**src/sv/thm_pkg.sv**
```systemverilog
// Shared constants, controller state type and segment-width table for the
// thermistor count to temperature converter. No dependencies.
package thm_pkg;

    localparam int TABLE_DEPTH = 33;
    localparam int IDX_W       = 6;
    localparam int ADC_W       = 12;
    localparam int SUM_W       = 16;
    localparam int MAG_W       = 11;
    localparam int DIV_STEPS   = 16;
    localparam int CNT_W       = 4;
    localparam int STEP_W      = 6;

    localparam logic [IDX_W-1:0] TOP_IDX       = IDX_W'(TABLE_DEPTH - 1);
    localparam logic [IDX_W-1:0] POS_SPLIT     = IDX_W'(8);
    localparam logic [MAG_W-1:0] TOP_TENTHS    = MAG_W'(1200);
    localparam logic [MAG_W-1:0] BOTTOM_TENTHS = MAG_W'(400);
    localparam logic [STEP_W-1:0] STEP_TENTHS  = STEP_W'(50);
    localparam logic [3:0]        SCALE        = 4'd10;

    typedef enum logic [2:0] {
        ST_IDLE,
        ST_TOP,
        ST_WALK,
        ST_MUL,
        ST_DIV,
        ST_FIN,
        ST_OUT
    } state_t;

    // Segment widths in scaled counts; slots past the table read as zero.
    function automatic logic [SUM_W-1:0] seg_width(input logic [IDX_W-1:0] idx);
        logic [SUM_W-1:0] w;
        unique case (idx)
            6'd0:  w = 16'd110;
            6'd1:  w = 16'd142;
            6'd2:  w = 16'd182;
            6'd3:  w = 16'd227;
            6'd4:  w = 16'd278;
            6'd5:  w = 16'd333;
            6'd6:  w = 16'd389;
            6'd7:  w = 16'd444;
            6'd8:  w = 16'd492;
            6'd9:  w = 16'd531;
            6'd10: w = 16'd558;
            6'd11: w = 16'd570;
            6'd12: w = 16'd567;
            6'd13: w = 16'd551;
            6'd14: w = 16'd524;
            6'd15: w = 16'd488;
            6'd16: w = 16'd446;
            6'd17: w = 16'd401;
            6'd18: w = 16'd357;
            6'd19: w = 16'd315;
            6'd20: w = 16'd275;
            6'd21: w = 16'd239;
            6'd22: w = 16'd206;
            6'd23: w = 16'd178;
            6'd24: w = 16'd153;
            6'd25: w = 16'd130;
            6'd26: w = 16'd112;
            6'd27: w = 16'd96;
            6'd28: w = 16'd83;
            6'd29: w = 16'd71;
            6'd30: w = 16'd61;
            6'd31: w = 16'd53;
            6'd32: w = 16'd383;
            default: w = 16'd0;
        endcase
        return w;
    endfunction

endpackage

```
**src/sv/thermistor_adc_to_temperature.sv**
```systemverilog
// Thermistor count to temperature converter: table walk, serial divider, output register.
// Depends on thm_pkg.

// One input beat yields one result beat in tenths of a degree C, as magnitude
// plus sign. When the top segment already covers the count, the result is
// 120.0 without a walk; otherwise a table walk visits segments downward (one
// synchronous ROM read per cycle, at most 32 segments). A hit is followed by
// interpolation (a multiply state, a 16-step restoring divider, a finishing
// state); a walk that runs off the bottom gives -40.0. The block takes one item
// at a time; the next input beat is taken as soon as the previous result sits
// in the output register, even while that result is stalled.
module thermistor_adc_to_temperature
(
    input  logic                                clk,
    input  logic                                rst_n,
    input  logic                                in_valid,
    output logic                                in_stall,
    input  logic [thm_pkg::ADC_W-1:0]           adc_count,
    output logic                                out_valid,
    input  logic                                out_stall,
    output logic [thm_pkg::MAG_W-1:0]           temp_magnitude,
    output logic                                is_negative
);

    thm_pkg::state_t state_reg, state_next;

    logic [thm_pkg::IDX_W-1:0]   rom_addr;
    logic [thm_pkg::SUM_W-1:0]   rom_q_reg;

    logic [thm_pkg::SUM_W-1:0]   scaled_reg, scaled_next;
    logic [thm_pkg::SUM_W-1:0]   sum_reg, sum_next;
    logic [thm_pkg::IDX_W-1:0]   idx_reg, idx_next;
    logic [thm_pkg::SUM_W-1:0]   div_reg, div_next;
    logic [thm_pkg::SUM_W-1:0]   num_reg, num_next;
    logic [thm_pkg::SUM_W-1:0]   rem_reg, rem_next;
    logic [thm_pkg::CNT_W-1:0]   cnt_reg, cnt_next;
    logic [thm_pkg::MAG_W-1:0]   res_mag_reg, res_mag_next;
    logic                        res_neg_reg, res_neg_next;

    logic                        out_valid_reg, out_valid_next;
    logic [thm_pkg::MAG_W-1:0]   out_mag_reg, out_mag_next;
    logic                        out_neg_reg, out_neg_next;

    logic                        accept;
    logic                        out_free;
    logic [thm_pkg::SUM_W-1:0]   walk_sum;
    logic                        walk_hit;
    logic [thm_pkg::SUM_W-1:0]   diff;
    logic [thm_pkg::SUM_W-1:0]   prod;
    logic [thm_pkg::SUM_W:0]     rem_sh;
    logic                        rem_ge;
    logic [thm_pkg::IDX_W-1:0]   seg_off;
    logic [thm_pkg::IDX_W+thm_pkg::STEP_W-1:0] offset;
    logic [thm_pkg::SUM_W-1:0]   quot;
    logic [thm_pkg::SUM_W-1:0]   val;

    assign accept   = in_valid && !in_stall;
    assign out_free = !out_valid_reg || !out_stall;
    assign walk_sum = sum_reg + rom_q_reg;
    assign walk_hit = walk_sum > scaled_reg;
    assign diff     = sum_reg - scaled_reg;
    // diff stays below the segment width, so the product fits in SUM_W bits
    assign prod     = diff * thm_pkg::SUM_W'(thm_pkg::STEP_TENTHS);
    assign rem_sh   = {rem_reg, num_reg[thm_pkg::SUM_W-1]};
    assign rem_ge   = rem_sh >= {1'b0, div_reg};
    assign seg_off  = (idx_reg >= thm_pkg::POS_SPLIT) ? (idx_reg - thm_pkg::POS_SPLIT)
                                                       : idx_reg;
    assign offset   = seg_off * thm_pkg::STEP_TENTHS;
    assign quot     = (div_reg == '0) ? '0 : num_reg;
    assign val      = quot + thm_pkg::SUM_W'(offset);

    // Next-state logic
    always_comb
    begin
        state_next = state_reg;
        unique case (state_reg)
            thm_pkg::ST_IDLE:
            begin
                if (in_valid)
                begin
                    state_next = thm_pkg::ST_TOP;
                end
            end
            thm_pkg::ST_TOP:
            begin
                if (rom_q_reg >= scaled_reg)
                begin
                    state_next = thm_pkg::ST_OUT;
                end
                else
                begin
                    state_next = thm_pkg::ST_WALK;
                end
            end
            thm_pkg::ST_WALK:
            begin
                if (walk_hit)
                begin
                    state_next = thm_pkg::ST_MUL;
                end
                else if (idx_reg == '0)
                begin
                    state_next = thm_pkg::ST_OUT;
                end
            end
            thm_pkg::ST_MUL:
            begin
                state_next = thm_pkg::ST_DIV;
            end
            thm_pkg::ST_DIV:
            begin
                if (cnt_reg == '0)
                begin
                    state_next = thm_pkg::ST_FIN;
                end
            end
            thm_pkg::ST_FIN:
            begin
                state_next = thm_pkg::ST_OUT;
            end
            thm_pkg::ST_OUT:
            begin
                if (out_free)
                begin
                    state_next = thm_pkg::ST_IDLE;
                end
            end
            default:
            begin
                state_next = thm_pkg::ST_IDLE;
            end
        endcase
    end

    // Controller outputs
    always_comb
    begin
        in_stall = (state_reg != thm_pkg::ST_IDLE);
        rom_addr = (state_reg == thm_pkg::ST_IDLE) ? thm_pkg::TOP_IDX : (idx_reg - 1'b1);
    end

    // Datapath
    always_comb
    begin
        scaled_next    = scaled_reg;
        sum_next       = sum_reg;
        idx_next       = idx_reg;
        div_next       = div_reg;
        num_next       = num_reg;
        rem_next       = rem_reg;
        cnt_next       = cnt_reg;
        res_mag_next   = res_mag_reg;
        res_neg_next   = res_neg_reg;
        out_mag_next   = out_mag_reg;
        out_neg_next   = out_neg_reg;
        out_valid_next = out_valid_reg && out_stall;

        unique case (state_reg)
            thm_pkg::ST_IDLE:
            begin
                if (accept)
                begin
                    scaled_next = thm_pkg::SUM_W'(adc_count)
                                * thm_pkg::SUM_W'(thm_pkg::SCALE);
                    idx_next    = thm_pkg::TOP_IDX;
                end
            end
            thm_pkg::ST_TOP:
            begin
                sum_next     = rom_q_reg;
                idx_next     = idx_reg - 1'b1;
                res_mag_next = thm_pkg::TOP_TENTHS;
                res_neg_next = 1'b0;
            end
            thm_pkg::ST_WALK:
            begin
                sum_next = walk_sum;
                div_next = rom_q_reg;
                if (!walk_hit)
                begin
                    // Advance downward; fall off the bottom at -40.0
                    idx_next     = idx_reg - 1'b1;
                    res_mag_next = thm_pkg::BOTTOM_TENTHS;
                    res_neg_next = 1'b1;
                end
            end
            thm_pkg::ST_MUL:
            begin
                num_next = prod;
                rem_next = '0;
                cnt_next = thm_pkg::CNT_W'(thm_pkg::DIV_STEPS - 1);
            end
            thm_pkg::ST_DIV:
            begin
                // One restoring step per cycle; quotient shifts into num_reg
                rem_next = rem_ge ? thm_pkg::SUM_W'(rem_sh - {1'b0, div_reg})
                                  : rem_sh[thm_pkg::SUM_W-1:0];
                num_next = {num_reg[thm_pkg::SUM_W-2:0], rem_ge};
                cnt_next = cnt_reg - 1'b1;
            end
            thm_pkg::ST_FIN:
            begin
                if (idx_reg >= thm_pkg::POS_SPLIT)
                begin
                    res_mag_next = val[thm_pkg::MAG_W-1:0];
                    res_neg_next = 1'b0;
                end
                else
                begin
                    res_mag_next = (val <= thm_pkg::SUM_W'(thm_pkg::BOTTOM_TENTHS))
                        ? (thm_pkg::BOTTOM_TENTHS - val[thm_pkg::MAG_W-1:0]) : '0;
                    res_neg_next = 1'b1;
                end
            end
            thm_pkg::ST_OUT:
            begin
                if (out_free)
                begin
                    out_valid_next = 1'b1;
                    out_mag_next   = res_mag_reg;
                    out_neg_next   = res_neg_reg;
                end
            end
            default:
            begin
            end
        endcase
    end

    // Segment-width ROM, registered read
    always_ff @(posedge clk)
    begin
        rom_q_reg <= thm_pkg::seg_width(rom_addr);
    end

    always_ff @(posedge clk or negedge rst_n)
    begin
        if (!rst_n)
        begin
            state_reg     <= thm_pkg::ST_IDLE;
            out_valid_reg <= 1'b0;
        end
        else
        begin
            state_reg     <= state_next;
            out_valid_reg <= out_valid_next;
        end
    end

    always_ff @(posedge clk)
    begin
        scaled_reg  <= scaled_next;
        sum_reg     <= sum_next;
        idx_reg     <= idx_next;
        div_reg     <= div_next;
        num_reg     <= num_next;
        rem_reg     <= rem_next;
        cnt_reg     <= cnt_next;
        res_mag_reg <= res_mag_next;
        res_neg_reg <= res_neg_next;
        out_mag_reg <= out_mag_next;
        out_neg_reg <= out_neg_next;
    end

    assign out_valid      = out_valid_reg;
    assign temp_magnitude = out_mag_reg;
    assign is_negative    = out_neg_reg;

    a_accept_starts_walk: assert property (@(posedge clk) disable iff (!rst_n)
        accept |=> state_reg == thm_pkg::ST_TOP)
        else $error("accepted beat did not start the table walk");

    a_div_ends: assert property (@(posedge clk) disable iff (!rst_n)
        (state_reg == thm_pkg::ST_DIV) && (cnt_reg == '0) |=> state_reg == thm_pkg::ST_FIN)
        else $error("divider overran its step count");

    a_out_range: assert property (@(posedge clk) disable iff (!rst_n)
        out_valid_reg |-> (out_neg_reg ? (out_mag_reg <= thm_pkg::BOTTOM_TENTHS)
                                       : (out_mag_reg <= thm_pkg::TOP_TENTHS)))
        else $error("result outside temperature range");

    a_push_only_free: assert property (@(posedge clk) disable iff (!rst_n)
        out_valid_reg && out_stall |=> out_valid_reg && $stable(out_mag_reg))
        else $error("stalled result overwritten");

endmodule
```
**config.mk**
```make
export PLATFORM = sky130hd
export DESIGN_NAME = thermistor_adc_to_temperature
export DESIGN_NICKNAME = d
export VERILOG_FILES = /design/src/sv/thm_pkg.sv /design/src/sv/thermistor_adc_to_temperature.sv
export SDC_FILE = /design/constraint.sdc
export NUM_CORES = 1
export LEC_CHECK = 0
export BUFFER_PORTS_ARGS = -buffer_cell sky130_fd_sc_hd__buf_2
export CAP_MARGIN = 20
export CORE_UTILIZATION = 47
export CTS_CLUSTER_SIZE = 24
export DETAILED_ROUTE_END_ITERATION = 8
export PLACE_DENSITY = 0.68
export SLEW_MARGIN = 20
export SYNTH_ARGS = -nofsm -noshare
export SYNTH_HDL_FRONTEND = slang
export SYNTH_SLANG_ARGS = --single-unit
```
**constraint.sdc**
```tcl
create_clock -name clk -period 10.4 [get_ports clk]
set_input_delay 1.04 -clock clk [delete_from_list [all_inputs] [get_ports clk]]
set_output_delay 1.04 -clock clk [all_outputs]
set_load 0.05 [all_outputs]
```
=== Word-level counts from Yosys, hierarchy flattened ===
Memory sizes are Yosys's and may differ from the RTL's. A register that Yosys moved wholly into a read port is not among the register bits.
Index checks and enable logic that the tools add are counted.

* Add/subtract/negate cells: 8
* Multipliers: 3
* Divide/modulo/power cells: 0
* Magnitude comparators: 5
* Eq/ne operators: 12
* Shifts and indexed selects: 0
* Muxes and demuxes: 27
* Bitwise gates (word level): 0
* Reductions and logical operators: 20

{| class="wikitable"
|+ Operator list
! kind !! count
|-
| $pmux W16 S2 || 3
|-
| $mux W11 || 3
|-
| $pmux W11 S3 || 1
|-
| $mux W16 || 2
|-
| $sub A16 B16 Y16 || 2
|-
| $mux W6 || 4
|-
| $pmux W3 S7 || 1
|-
| $mux W3 || 6
|-
| $pmux W6 S3 || 1
|-
| $ge A17 B16 Y1 || 1
|-
| $add A16 B12 Y16 || 1
|-
| $add A16 B16 Y16 || 1
|-
| $ge A16 B16 Y1 || 1
|-
| $gt A16 B16 Y1 || 1
|-
| $le A16 B9 Y1 const B || 1
|-
| $logic_not A16 Y1 || 1
|-
| $mul A16 B5 Y15 const B || 1
|-
| $mul A12 B3 Y15 const B || 1
|-
| $mul A6 B5 Y11 const B || 1
|-
| $sub A9 B11 Y11 const A || 1
|-
| $ne A2 B2 Y1 const B || 5
|-
| $eq A3 B3 Y1 const B || 3
|-
| $reduce_bool A3 Y1 || 3
|-
| $pmux W4 S2 || 1
|-
| other kinds (19) || 29
|}

* Bits in registers: 133
* Bits in latches: 0
* RAM bits: 0
* Bits in read-only memories: 640
* Bits of input ports: 16
* Output and inout bits: 14
* Memories: 1

{| class="wikitable"
|+ Memory list
! memory !! depth !! bits a word !! rd ports !! clocked after memory_dff !! write ports !! line !! source
|-
| (no name shown) || 64 || 10 || 1 || 1 || 0 || thm_pkg.sv:34 || <nowiki>unique case (idx)</nowiki>
|}

=== Logic depth before layout (Yosys ltp) ===
* Depth after elaboration: 8
* Mapped depth: 23

=== Least setup slack after synthesis ===
OpenSTA, ideal clock, no wires.

* Path kind: flip-flop to flip-flop
* Start point: reg idx_reg[5] (netlist name)
* End point: reg res_mag_reg[8] (netlist name), data pin
* Setup time: 0.142 ns
* Arrival: 4.942 ns
* Slack: 5.316 ns
* Cell stages (with the launch flop): 19
* Path buffers: 2
* Period minus slack after synthesis: 5.084 ns
* Path through: edfxtp_1 -> nor3_1 -> clkbuf_1 -> nor2_1 -> ha_1 -> ha_1 -> ha_1 -> ha_1 -> xnor2_1 -> ha_1 -> a21o_1 -> a31o_2 -> a221oi_4 -> xnor2_1 -> nand4_1 -> or4_1 -> buf_2 -> a21o_4 -> o21ai_2

* Word-level cells in the longest chain between the ends: 8
* Elaborated cells on any way between the ends: 10

{| class="wikitable"
|+ RTL lines
! item !! line !! source
|-
| start: declaration || thermistor_adc_to_temperature.sv:32 || <nowiki>logic [thm_pkg::IDX_W-1:0] idx_reg, idx_next;</nowiki>
|-
| start signal: assignment || thermistor_adc_to_temperature.sv:254 || <nowiki>idx_reg <= idx_next;</nowiki>
|-
| $sub A6 B4 Y6 / $ge A6 B4 Y1 (equally long branches) || thermistor_adc_to_temperature.sv:66, thermistor_adc_to_temperature.sv:203 ||
|-
| $mux W6 || thermistor_adc_to_temperature.sv:66 || <nowiki>assign seg_off = (idx_reg >= thm_pkg::POS_SPLIT) ? (idx_reg - thm_pkg::POS_SPLIT)</nowiki>
|-
| $mul A6 B5 Y11 || thermistor_adc_to_temperature.sv:68 || <nowiki>assign offset = seg_off * thm_pkg::STEP_TENTHS;</nowiki>
|-
| $add A16 B12 Y16 || thermistor_adc_to_temperature.sv:70 || <nowiki>assign val = quot + thm_pkg::SUM_W'(offset);</nowiki>
|-
| $le A16 B9 Y1 / $sub A9 B11 Y11 (equally long branches) || thermistor_adc_to_temperature.sv:210, thermistor_adc_to_temperature.sv:211 ||
|-
| $mux W11 || thermistor_adc_to_temperature.sv:211 || <nowiki>? (thm_pkg::BOTTOM_TENTHS - val[thm_pkg::MAG_W-1:0]) : '0;</nowiki>
|-
| $mux W11 (*) || thermistor_adc_to_temperature.sv:203 || <nowiki>if (idx_reg >= thm_pkg::POS_SPLIT)</nowiki>
|-
| $pmux W11 S3 (*) || thermistor_adc_to_temperature.sv:158 || <nowiki>unique case (state_reg)</nowiki>
|-
| net res_mag_next, one bit || thermistor_adc_to_temperature.sv:37 || <nowiki>logic [thm_pkg::MAG_W-1:0] res_mag_reg, res_mag_next;</nowiki>
|-
| end signal: assignment || thermistor_adc_to_temperature.sv:259 || <nowiki>res_mag_reg <= res_mag_next;</nowiki>
|-
| end: declaration || thermistor_adc_to_temperature.sv:37 ||
|}

The timed path passes the listed nets; every way through them passes the cells marked *.
A chain may end at the register's enable or synchronous reset.

=== Worst setup path after layout ===
* Start point: reg idx_reg[3] (netlist name)
* End point: reg res_mag_reg[8] (netlist name), data pin

Same word-level chain as after synthesis.

==> results_dict.tcl <==
set metrics [dict create \
    setup_viol 0 \
    peakVddDrop_uv 96.4 \
    cts_hold_buf 0 \
    overflow 0 \
    hold_class "reg -> reg" \
    intPower_uw 905 \
    layout_commonest_cell "ha_1" \
    areaGrowthSynthToFinish_pct 10.7 \
    wl_met3_um 721 \
    crit_start "idx_reg[3]$_SDFFCE_PN0P_" \
    final_cell_area_um2 11200 \
    maxSlewViolCount 0 \
    io_buffers 29 \
    seq_area_um2 3510 \
    synth-seq-area-share 0.346 \
    yosys_warnings 0 \
    rsz0062_at_grt "no" \
    totalWireLength_mm 22.1 \
    drtPass1Iterations 5 \
    ys_types 66 \
    rr_startpoint "idx_reg[3]$_SDFFCE_PN0P_" \
    drcViolationCount 0 \
    period_share 0.512 \
    cp_max_fo 8 \
    coreArea_um2 21100 \
    max_freq_ghz 0.188 \
    relSlewSlack 0.316 \
    async_flop_share 0.0331 \
    end_kind "register" \
    most-common-layout-cells "ha_1, nand2_1, edfxtp_1, nor2_1, inv_1" \
    clkPwrFrac 0.522 \
    die_x_um 149 \
    hold_violations 0 \
    synth_seq_cells 121 \
    grt_max_degree 37 \
    fin_ws_ps 5080 \
    synth_cells 1079 \
    nets 1295 \
    cts.sinks 121 \
    cts_root_buf "clkbuf_16" \
    maxCapViolCount 0 \
    top_layer "met4" \
    antenna_cells 0 \
    grt_pass1_wl_mm 36.9 \
    multiInputGateArea_um2 6200 \
    crit_top_cell "ha_1" \
    place_worst_setup_slack_ps 5180 \
    grt_pass1_vias 7635 \
    synth_fp_nets 1265 \
    ys.flop_type "edfxtp_1" \
    crit_path_max_incr_delay_ps 660 \
    grt.total_usage 0.210 \
    slowest_stage "or4_1" \
    cp_data_arrival_time_ps 5590 \
    cts_tree "yes" \
    synth.top_cell.area_share 0.316 \
    drt_iter0_drc 480 \
    hp-start "res_mag_reg[3]$_DFFE_PP_" \
    synth_edf_count 107 \
    required_ps 10670 \
    ant_nets 0 \
    synth_top_cell_by_area "edfxtp_1" \
    syn_area_um2 10200 \
    run_status "complete, no violations" \
    cts_buffers 17 \
    dpl_cell_area_um2 10600 \
    clk_pin_slew_worst_paths_ps 60 \
    powerDensity_nw_per_um2 104 \
    cts_resized 0 \
    antenna_found_initial 0 \
    fin_hold_ws_ps 420 \
    post-cts-setup-buffer-count 0 \
    worst_pin_slew_ps 1020 \
    critical_path_class "reg -> reg" \
    final.setup.tns_ps 0 \
    drive_gt1_frac 0.0749 \
    finClkSkew_ps 10.7 \
    io_pins 30 \
    vias_per_cell 5.55 \
    synthTopCellsByArea "edfxtp_1, ha_1, xnor2_1" \
    worstSkewPairLatency_ps 420 \
    cts_buffer_depth 2 \
    htreeDepth 4 \
    place.gp.congestion 0.931 \
    fp.dieArea_um2 22200 \
    initial_core_util 0.482 \
    via_count 7753 \
    met1_length_mm 10.1 \
    total_power_mw 1.17 \
    p_switching_uw 265 \
    wl_per_cell_um 15.8 \
    fp.dieH_um 149 \
    pwr-share-comb 0.030 \
    nFillCells 1934 \
    sequentialPowerShare 0.449 \
    cp_cell_sequence "inv_1 > ha_1 > nor2_1 > ha_1 > ha_1 > ha_1 > ha_1 > xnor2_1 > ha_1 > a21o_1 > a31o_2 > a221oi_4 > xnor2_1 > nand4_1 > or4_1 > a21o_4 > o21ai_2" \
    min_period_ps 5320 \
    p_leak_nw 5.00 \
    met2_length_mm 10.6 \
    start_kind "register" \
    avgSynthCellArea_um2 9.42 \
    fp-row-count 53 \
    dp_hpwl_mm 17.0 \
    p_sw_frac 0.226 \
]
## cell families after synthesis
family,synth area share
AND/OR/NAND/NOR,0.148
adder cells (fa/ha/maj),0.220
multiplexers,0.0130
flip-flops,0.346
AO/OA/AOI/OAI,0.152
buffers and inverters,0.0464
XOR/XNOR,0.0750
## layer usage
metal  up-vias  track usage
met1      3636        0.272
li1       3920            -
met4         0       0.0821
met2       157        0.355
met3        40       0.0287
met5         -            0
## metrics by stage
stage / utilization / std cells
2_1_floorplan: - / 1079
3_3_place_gp: 0.503 / 1364
3_5_place_dp: 0.503 / 1364
4_1_cts: 0.532 / 1396
5_1_grt: 0.533 / 1397
6_report: 0.533 / 1397
## area by class of cell
type	instances	share of cell area
clock inverter	15	0.0163
timing repair buffer	35	0.0187
inverter	99	0.0330
clock buffer	17	0.0378
multi-input combinational	835	0.551
tap	275	0.0306
sequential	121	0.312
## power by group through the flow
stage / Clock, mW / Sequential (mW) / Combinational, mW
after CTS: 0.621 / 0.525 / 0.0353
after detailed placement: 0 / 0.535 / 0.0348
after global placement: 0 / 0.535 / 0.0336
after floorplan: 0 / 0.535 / 0.0257
final: 0.610 / 0.525 / 0.0349
after global routing: 0.640 / 0.524 / 0.0398
## final timing paths
| check | to | slack, ps | depth (start not counted) |
|---|---|---|---|
| hold reg to reg | temp_magnitude[3]$_DFFE_PP_ | 420 | 0 |
| min in group asynchronous | out_valid$_DFF_PN0_ | 430 | 1 |
| max in group asynchronous | state_reg[0]$_DFFE_PN0P_ | 9820 | 1 |
| setup reg to reg | res_mag_reg[8]$_DFFE_PP_ | 5080 | 17 |
| setup / recovery | res_mag_reg[8]$_DFFE_PP_ | 5080 | 17 |
| hold / removal | temp_magnitude[3]$_DFFE_PP_ | 420 | 0 |
## synth_stat cells, types with 6 or more instances
| cell | count |
|---|---|
| fa_1 | 15 |
| o21a_1 | 8 |
| nand3_1 | 14 |
| xor2_1 | 24 |
| nand2b_1 | 7 |
| a211oi_1 | 9 |
| nor4_1 | 9 |
| nor3_1 | 21 |
| clkbuf_1 | 21 |
| ha_1 | 155 |
| nand2_1 | 108 |
| and2_1 | 22 |
| edfxtp_1 | 107 |
| inv_1 | 99 |
| o21ai_0 | 54 |
| o21bai_1 | 15 |
| nand4_1 | 11 |
| nor2b_1 | 8 |
| mux2i_1 | 11 |
| a21oi_1 | 67 |
| o211ai_1 | 7 |
| a21o_1 | 16 |
| xnor2_1 | 63 |
| dfxtp_1 | 10 |
| nor2_1 | 105 |
| and3_1 | 6 |
| a31oi_1 | 6 |
## critical path: cells and delay by family, from the launching register on
kind | cells | cell delay, ps
and+or+nand+nor | 3 | 1010
adders and majority gates | 6 | 1910
xor gates and xnor gates | 2 | 310
DFF | 1 | 460
AOI/OAI and AO/OA | 5 | 1290
buffers and inverters | 1 | 180
No activity file was read; power rests on OpenSTA's default activity.
